<file path="src/rtl/ppool_pkg.sv">
// Shared types and constants for the particle pool.
`default_nettype none
package ppool_pkg;
    localparam int PoolDepth = 32;
    localparam int IdW       = 5;
    localparam int CntW      = 6;
    localparam int FracBits  = 16;
    localparam int QuoW      = FracBits + 1;
    localparam int CfgAddrW  = 5;

    localparam logic [FracBits-1:0] AlphaOne = '1;

    localparam logic [2:0] RegGravity = 3'd0;
    localparam logic [2:0] RegOrigX   = 3'd1;
    localparam logic [2:0] RegOrigY   = 3'd2;
    localparam logic [2:0] RegOrigZ   = 3'd3;
    localparam logic [2:0] RegLimit   = 3'd4;

    localparam logic ReqTick  = 1'b0;
    localparam logic ReqSpawn = 1'b1;

    typedef struct packed {
        logic [31:0] pos_x;
        logic [31:0] pos_y;
        logic [31:0] pos_z;
        logic [31:0] vel_x;
        logic [31:0] vel_y;
        logic [31:0] vel_z;
        logic [31:0] age;
        logic [31:0] limit;
    } slot_t;

    typedef struct packed {
        logic            start;
        logic [31:0]     dividend;
        logic [30:0]     divisor;
    } div_req_t;

    typedef struct packed {
        logic            done;
        logic [QuoW-1:0] quo;
    } div_rsp_t;

    typedef enum logic [6:0] {
        S_IDLE  = 7'b0000001,
        S_SPAWN = 7'b0000010,
        S_SCAN  = 7'b0000100,
        S_LOAD  = 7'b0001000,
        S_DIV   = 7'b0010000,
        S_PUSH  = 7'b0100000,
        S_FIN   = 7'b1000000
    } state_t;
endpackage
`default_nettype wire

</file>
<file path="src/rtl/ppool_div.sv">
// Restoring divider, one quotient bit per cycle, for the alpha ratio.
`default_nettype none
module ppool_div import ppool_pkg::*; (
    input  wire logic     aclk,
    input  wire logic     aresetn,
    input  wire div_req_t req,
    output div_rsp_t      rsp
);
    logic [32:0]     rem_reg;
    logic [QuoW-1:0] quo_reg;
    logic [30:0]     dsr_reg;
    logic [4:0]      cnt_reg;
    logic            busy_reg;
    logic            done_reg;
    logic [32:0]     diff;

    assign diff = rem_reg - {2'b0, dsr_reg};

    always_ff @(posedge aclk) begin
        if (!aresetn) begin
            busy_reg <= 1'b0;
            done_reg <= 1'b0;
            cnt_reg  <= '0;
        end else begin
            done_reg <= !req.start && busy_reg && (cnt_reg == 5'(QuoW - 1));
            if (req.start) begin
                busy_reg <= 1'b1;
                cnt_reg  <= '0;
                rem_reg  <= {1'b0, req.dividend};
                dsr_reg  <= req.divisor;
                quo_reg  <= '0;
            end else if (busy_reg) begin
                // Each step decides one quotient bit, most significant first.
                if (!diff[32]) begin
                    rem_reg <= {diff[31:0], 1'b0};
                    quo_reg <= {quo_reg[QuoW-2:0], 1'b1};
                end else begin
                    rem_reg <= {rem_reg[31:0], 1'b0};
                    quo_reg <= {quo_reg[QuoW-2:0], 1'b0};
                end
                if (cnt_reg == 5'(QuoW - 1)) begin
                    busy_reg <= 1'b0;
                end
                cnt_reg <= cnt_reg + 5'd1;
            end
        end
    end

    assign rsp.done = done_reg;
    assign rsp.quo  = quo_reg;
endmodule
`default_nettype wire

</file>
<file path="config.mk">
export PLATFORM = sky130hd
export DESIGN_NAME = ppool_div
export DESIGN_NICKNAME = d
export VERILOG_FILES = /design/src/rtl/ppool_pkg.sv /design/src/rtl/ppool_div.sv
export SDC_FILE = /design/constraint.sdc
export NUM_CORES = 1
export LEC_CHECK = 0
export BUFFER_PORTS_ARGS = -buffer_cell sky130_fd_sc_hd__buf_2
export CAP_MARGIN = 20
export CORE_MARGIN = 4
export CORE_UTILIZATION = 46
export CTS_BUF_LIST = sky130_fd_sc_hd__clkbuf_2
export CTS_CLUSTER_DIAMETER = 100
export DETAILED_ROUTE_END_ITERATION = 6
export GPL_ROUTABILITY_DRIVEN = 0
export PLACE_DENSITY = 0.73
export SLEW_MARGIN = 10
export SYNTH_ARGS = -nofsm -noshare
export SYNTH_HDL_FRONTEND = slang
export SYNTH_SLANG_ARGS = --single-unit
</file>
<file path="constraint.sdc">
create_clock -name aclk -period 4 [get_ports aclk]
set_input_delay 0.4 -clock aclk [delete_from_list [all_inputs] [get_ports aclk]]
set_output_delay 0.4 -clock aclk [all_outputs]
set_load 0.05 [all_outputs]
</file>
==> flow_summary_export.csv, run 1 <==
group,metric,value,unit
yosys,yosysTopAreaCell,"edfxtp_1",
timing,fin_tns_setup,0,ns
route,drc,0,
timing,skew,0.02549,ns
timing,tightest_slew,0.7485,ns
placement,port_buffers,83,
worst_setup_path,critPathMaxFanout,12,
clock_tree,cts_resized,0,
layout,num-fill-cells,978,
clock_tree,clk_path_buf_depth,2,
yosys,synth_edf_count,81,
yosys,ys_warn_count,0,
timing,setup_violations,0,
global_routing,grt_util_all_layers,17.97,%
layout,layout-area-overhead-vs-synth,18.13,%
yosys,synth_cell_types,55,
worst_setup_path,cpMostUsedCell,"inv_1",
yosys,synth-seq-cells,88,
worst_setup_path,cp_slowest_stage_delay,0.47,ns
floorplanning,die_y,116.3,um
clock_tree,cts_root_buffer,"clkbuf_2",
clock_tree,cts.clk_slew.worst_paths,0.29,ns
layout,final_area,0.006376,mm2
worst_setup_path,path_class,"register to register",
yosys,synth_nets,618,
yosys,netlist.area_leader.share,45.06,%
run_status,status,"finished clean",
clock_tree,cts_sinks,88,
layout,fin_nets,727,
route,wl_per_cell,15.12,um
power,power_density,380.3,mW/mm2
route,first_iter_violations,261,
timing,rsz0062_at_grt,"false",
floorplanning,initial_utilization,47.07,%
min_path,hold_path.class,"primary input to register",
timing,clock.fmax,0.2764,GHz
route,firstDrtPassIters,6,
layout,final_cells,775,
worst_setup_path,setup.worst_path.start_class,"register",
floorplanning,dieArea,0.01353,mm2
yosys,synth.cell_area,0.005398,mm2
clock_tree,cts_setup_buffers,0,
clock_tree,insertion_delay,0.59,ns
layout,multi_input_area,0.002590,mm2
yosys,synthArstFlopShare,0,%
yosys,ys_seq_area_share,47.66,%
power,ir_drop,171.2,uV
yosys,yosysMostFrequentCell,"edfxtp_1",
worst_setup_path,crit_chain,"inv_1 > ha_1 > inv_1 > fa_1 > a211oi_1 > o21a_1 > a21oi_1 > o21ai_0 > nand3_1 > xor2_4 > nor4bb_1 > mux2_2",
clock_tree,cts_buffers,9,
layout,drive_gt1_share,19.15,%
yosys,synthesis.instances,518,
clock_tree,cts_max_level,3,
power,p_leak,0.002721,uW
timing,final-max-slew-violation-count,0,
timing,hold_viol,0,
yosys,synth_top_flop_cell,"edfxtp_1",
timing,slew_headroom,50.10,%
global_routing,antenna_found_initial,0,
clock_tree,hold_buffers,31,
global_routing,grt_overflow,0,
yosys,syn_area_per_cell,10.42,um2
layout,regArea,0.002572,mm2
timing,post-route-period-util,90.44,%
yosys,synth_commonest_cells,"81 x edfxtp_1, 52 x nand2_1, 43 x o21ai_0",
floorplanning,ios,84,
timing,min_period,3.618,ns
global_routing,grt_pass1_vias,4164,
floorplanning,num_rows,39,
placement,dp.cells,728,
floorplanning,die_x,116.3,um
route,ant_nets,0,
route,via_per_inst,5.356,
placement,dpl_cell_area,0.005948,mm2
global_routing,grt_max_degree,75,
floorplanning,core-area,0.01147,mm2
route,totalWireLength,11720,um
placement,hpwl,8548,um
layout,largest_reg_flops,33,
worst_setup_path,arrival,4.02,ns
route,vias,4151,
global_routing,grt_first_pass_wirelength,19430,um
worst_setup_path,critPathSlowestCell,"xor2_4",
layout,n_antenna_cell,0,
flow_run,drv_cap,0,
clock_tree,cts_tree,"yes",
worst_setup_path,endpoint_kind,"register",
worst_setup_path,crit_required,4.40,ns
yosys,synthTopCellsByArea,"edfxtp_1 45%, ha_1 7.6%, mux2i_1 4.6%, o21ai_0 4.0%, nand2_1 3.6%",
logic make-up after synthesis:
kind of cell	count (synthesis)	share of synthesized area [%]
fa+ha+maj	34	8.020
flops	88	47.66
mux	32	6.097
xor+xnor	32	5.192
buf+inv	61	4.729
simple gates	146	13.63
compound gates	125	14.67
worst max-delay path: cells and delay by family, from the launching register on:
kind,cells,cell delay (ns)
compound gates,4,0.85
simple gates,2,0.59
fa+ha+maj,2,0.57
xor+xnor,1,0.47
flops,1,0.45
mux,1,0.37
buf+inv,2,0.13
report_power, final:
group          internal, uW  total (uW)  switching [uW]  leakage (uW)
Combinational           362         823             461       0.00182
Clock                   104         467             363     0.0000701
Sequential             1100        1130            35.0      0.000832
Total                  1570        2420             859       0.00272
placed cells by master, fill, tap and decap left out, types with 6 or more instances in the layout:
cell type	synthesis	routed
xor2_1	14	13
o21ai_0	43	43
nand4_1	10	10
ha_1	33	33
a21oi_1	30	30
mux2i_1	25	25
edfxtp_1	81	81
buf_2	3	83
nand3_1	9	9
nand2_1	52	52
clkbuf_2	0	9
mux2_2	7	7
xnor2_1	18	18
a211oi_1	7	7
buf_4	4	6
nor2b_1	23	23
nor2_1	21	21
inv_1	39	39
dlygate4sd3_1	0	31
dfxtp_1	7	7
a21o_1	11	11
worst paths after layout:
kind                       startpoint                        end  slack (ns)  cells after the start
max          rem_reg[0]$_SDFFCE_PN0P_  rem_reg[32]$_SDFFCE_PP0P_        0.38                     12
min                           req[37]       rem_reg[6]$_DFFE_PP_        0.07                      3
min reg2reg       busy_reg$_SDFF_PN0_        done_reg$_SDFF_PN0_        0.59                      2
max reg2reg  rem_reg[0]$_SDFFCE_PN0P_  rem_reg[32]$_SDFFCE_PP0P_        0.38                     12
layout make-up:
cell class | count | area share, %
flip-flops and latches | 88 | 40.35
multi-input cells | 369 | 40.62
clock buffers | 9 | 0.7064
inverters | 39 | 2.296
well taps | 143 | 2.806
repair buffers | 120 | 12.09
clock inverters | 7 | 1.138
through the flow:
stage | util, % | setup slack [ns] | total power, uW | hold slack [ns]
CTS | 55.60 | 0.3522 | 2441 | 0.02398
detailed placement | 51.87 | 0.3553 | 1951 | 0.5250
global route | 55.60 | 0.1543 | 2578 | 0.02263
global placement | 51.87 | 0.5576 | 1926 | 0.4978
finish | 55.60 | 0.3824 | 2425 | 0.07051
floorplan | - | 0.9711 | 1767 | 0.4794
routing by layer:
layer	share of wire [%]	track usage, %	vias up
met5	0	0	-
met4	1.5	5.182	0
met3	4.3	3.264	21
met2	47	29.21	107
met1	47	24.70	1932
li1	-	-	2091
No activity file was read; power rests on OpenSTA's default activity.
==> inputs of run 2 (changes only) <==
- ABC_AREA: unset -> 1
- PLACE_DENSITY: 0.73 -> 0.72
==> flow_summary_export.csv, run 2 <==
group,metric,value,unit
worst_setup_path,cpMostUsedCell,"nand2_1",
layout,finalCoreUtilization,56.19,%
floorplanning,num_rows,43,
floorplanning,ios,84,
placement,port_buffers,83,
global_routing,antenna_found_initial,0,
timing,min_period,2.861,ns
yosys,yosysMostFrequentCell,"nand2_1",
worst_setup_path,path_class,"register to register",
layout,drive_gt1_share,12.72,%
route,first_iter_violations,324,
placement,dpl_cell_area,0.007116,mm2
yosys,synth-seq-cells,88,
layout,fin_nets,1180,
floorplanning,initial_utilization,47.05,%
yosys,ys_seq_area_share,39.39,%
global_routing,grt_max_degree,35,
floorplanning,die_x,127.2,um
worst_setup_path,reg2regPathDepth,16,
timing,rsz0062_at_grt,"false",
yosys,syn_area_per_cell,6.926,um2
worst_setup_path,critPathSlowestCell,"edfxtp_1",
yosys,synthTopCellsByArea,"edfxtp_1 37%, nand2_1 21%, inv_1 11%, ha_1 6.3%, nand3_1 6.1%",
global_routing,grt_first_pass_wirelength,27110,um
global_routing,grt_util_all_layers,20.62,%
timing,slew_headroom,43.68,%
clock_tree,cts_max_level,3,
worst_setup_path,r2r_setup_slack,1.14,ns
floorplanning,dieArea,0.01617,mm2
global_routing,grt_overflow,0,
clock_tree,insertion_delay,0.65,ns
route,totalWireLength,16220,um
power,sw_frac_of_total,41.53,%
yosys,synth_edf_count,81,
route,via_per_inst,4.783,
clock_tree,cts_sinks,88,
placement,post-place-ws,1.111,ns
clock_tree,cts.clk_slew.worst_paths,0.27,ns
timing,final-max-slew-violation-count,0,
layout,layout_commonest_cell,"nand2_1",
worst_setup_path,arrival,3.27,ns
layout,layout-area-overhead-vs-synth,19.43,%
yosys,yosysTopAreaCell,"edfxtp_1",
timing,setup_violations,0,
timing,hold_viol,0,
clock_tree,clk_path_buf_depth,2,
worst_setup_path,worst-path-stages,16,
power,p_sw,1154,uW
timing,fin_tns_setup,0,ns
timing,clock.fmax,0.3495,GHz
power,p_int,1624,uW
power,ir_drop,234.7,uV
worst_setup_path,endpoint_kind,"register",
yosys,synth_cell_types,35,
power,combPwrFrac,41.1,%
timing,worst_slack,1.139,ns
layout,n_antenna_cell,0,
floorplanning,core-area,0.01388,mm2
power,p_seq_share,41.6,%
timing,post-route-period-util,71.53,%
floorplanning,die_y,127.2,um
min_path,hold_path.class,"primary input to register",
yosys,synth.cell_area,0.006531,mm2
yosys,synthArstFlopShare,0,%
power,p_leak,0.004230,uW
yosys,synth_commonest_cells,"360 x nand2_1, 199 x inv_1, 81 x edfxtp_1",
clock_tree,cts_setup_buffers,0,
placement,hpwl,12260,um
clock_tree,cts_tree,"yes",
global_routing,grt_pass1_vias,5799,
worst_setup_path,crit_required,4.41,ns
yosys,synthesis.instances,943,
route,ant_nets,0,
power,fin_total_pwr,2778,uW
timing,tightest_slew,0.8418,ns
run_status,status,"finished clean",
yosys,synth_top_flop_cell,"edfxtp_1",
yosys,synth_nets,1043,
power,power_density,356.2,mW/mm2
worst_setup_path,critPathBufInv,2,
worst_setup_path,cp_slowest_stage_delay,0.44,ns
route,vias,6050,
timing,skew,0.05508,ns
clock_tree,cts_buffers,9,
flow_run,drv_cap,0,
worst_setup_path,critPathMaxFanout,16,
layout,largest_reg_flops,33,
yosys,netlist.area_leader.share,37.24,%
power,clkPwrFrac,17.3,%
worst_setup_path,cp_top_family,"simple AND/OR/NAND/NOR gates",
layout,final_area,0.007800,mm2
route,wl_per_cell,12.82,um
worst_setup_path,setup.worst_path.start_class,"register",
route,drc,0,
route,firstDrtPassIters,5,
clock_tree,cts_root_buffer,"clkbuf_2",
yosys,ys_warn_count,0,
min_path,hold_depth,3,
worst_setup_path,crit_chain,"inv_1 > ha_1 > inv_1 > fa_1 > nand2_1 > nand2_1 > nand3b_1 > nand2_2 > nand2_2 > nand2_4 > nand2_4 > nand3_2 > nand2_4 > nand2_1 > nand3_1 > nand2_1",
layout,final_cell_mix,"359 x nand2_1, 199 x inv_1, 83 x buf_2, 81 x edfxtp_1, 79 x nand3_1",
## run 2: cell count changes after synthesis, sizes merged, moves of 13 or more
cell / previous run / this run
nand2: 52 / 374
nand3b: 0 / 15
nor2: 21 / 62
nor2b: 23 / 0
xor2: 14 / 1
nand3: 9 / 81
o21ai: 43 / 4
mux2i: 25 / 0
inv: 39 / 208
## run 2: worst paths after layout
check	start	to
worst max-delay path	rem_reg[0]$_SDFFCE_PN0P_	rem_reg[16]$_DFFE_PP_
worst min-delay path	req[37]	rem_reg[6]$_DFFE_PP_
worst max register to register	rem_reg[0]$_SDFFCE_PN0P_	rem_reg[16]$_DFFE_PP_
worst min register to register	cnt_reg[4]$_SDFFE_PP0P_	cnt_reg[4]$_SDFFE_PP0P_
## run 2: cell families (layout without fill, tap and decap cells)
family	after synthesis	count (layout)	synth area share [%]
buffers and inverters	224	366	13.31
adder cells (fa/ha/maj)	34	34	6.628
AND/OR/NAND/NOR	552	552	36.11
flip-flops	88	88	39.39
AO/OA/AOI/OAI	34	34	3.085
XOR/XNOR	11	11	1.475
## run 2: power by group through the flow
stage | registers [uW] | logic [uW] | clock network, uW
6_report | 1160 | 1140 | 481
5_1_grt | 1170 | 1300 | 533
4_1_cts | 1160 | 1130 | 498
3_5_place_dp | 1180 | 1090 | 0
3_3_place_gp | 1180 | 1080 | 0
2_1_floorplan | 1220 | 798 | 0
## run 2: area by class of cell
cell class / instances / area [um2]
fill: 1386 / 6081
multi-input combinational: 631 / 3092
sequential: 88 / 2572
timing repair buffer: 142 / 1013
inverter: 208 / 780.7
tap: 180 / 225.2
clock inverter: 7 / 71.32
clock buffer: 9 / 45.04
## run 2: what timing repair did
| action | in CTS | in global routing |
|---|---|---|
| endpoints found under the hold margin | 44 | 10 |
| resized for setup | 0 | 0 |
| hold buffers | 44 | 10 |
## run 2: worst reg2reg max path: cells and delay by family, from the launching register on
kind | cells | cell delay [ns]
adders and majority gates | 2 | 0.58
buffers and inverters | 2 | 0.17
and+or+nand+nor | 12 | 1.47
DFF | 1 | 0.44
## run 2: through the flow
| stage | cells | hold WS [ns] |
|---|---|---|
| floorplan | 943 | 0.4221 |
| global placement | 1194 | 0.4426 |
| detailed placement | 1194 | 0.4534 |
| CTS | 1254 | 0.001238 |
| global route | 1265 | 0.001097 |
| finish | 1265 | 0.05270 |
## run 2: routing by layer
layer / track usage, % / share of wire [%] / vias to the layer above
li1: - / - / 3172
met3: 3.972 / 5.6 / 19
met4: 5.615 / 1.8 / 0
met5: 0 / 0 / -
met2: 34.34 / 46 / 160
met1: 27.59 / 47 / 2699
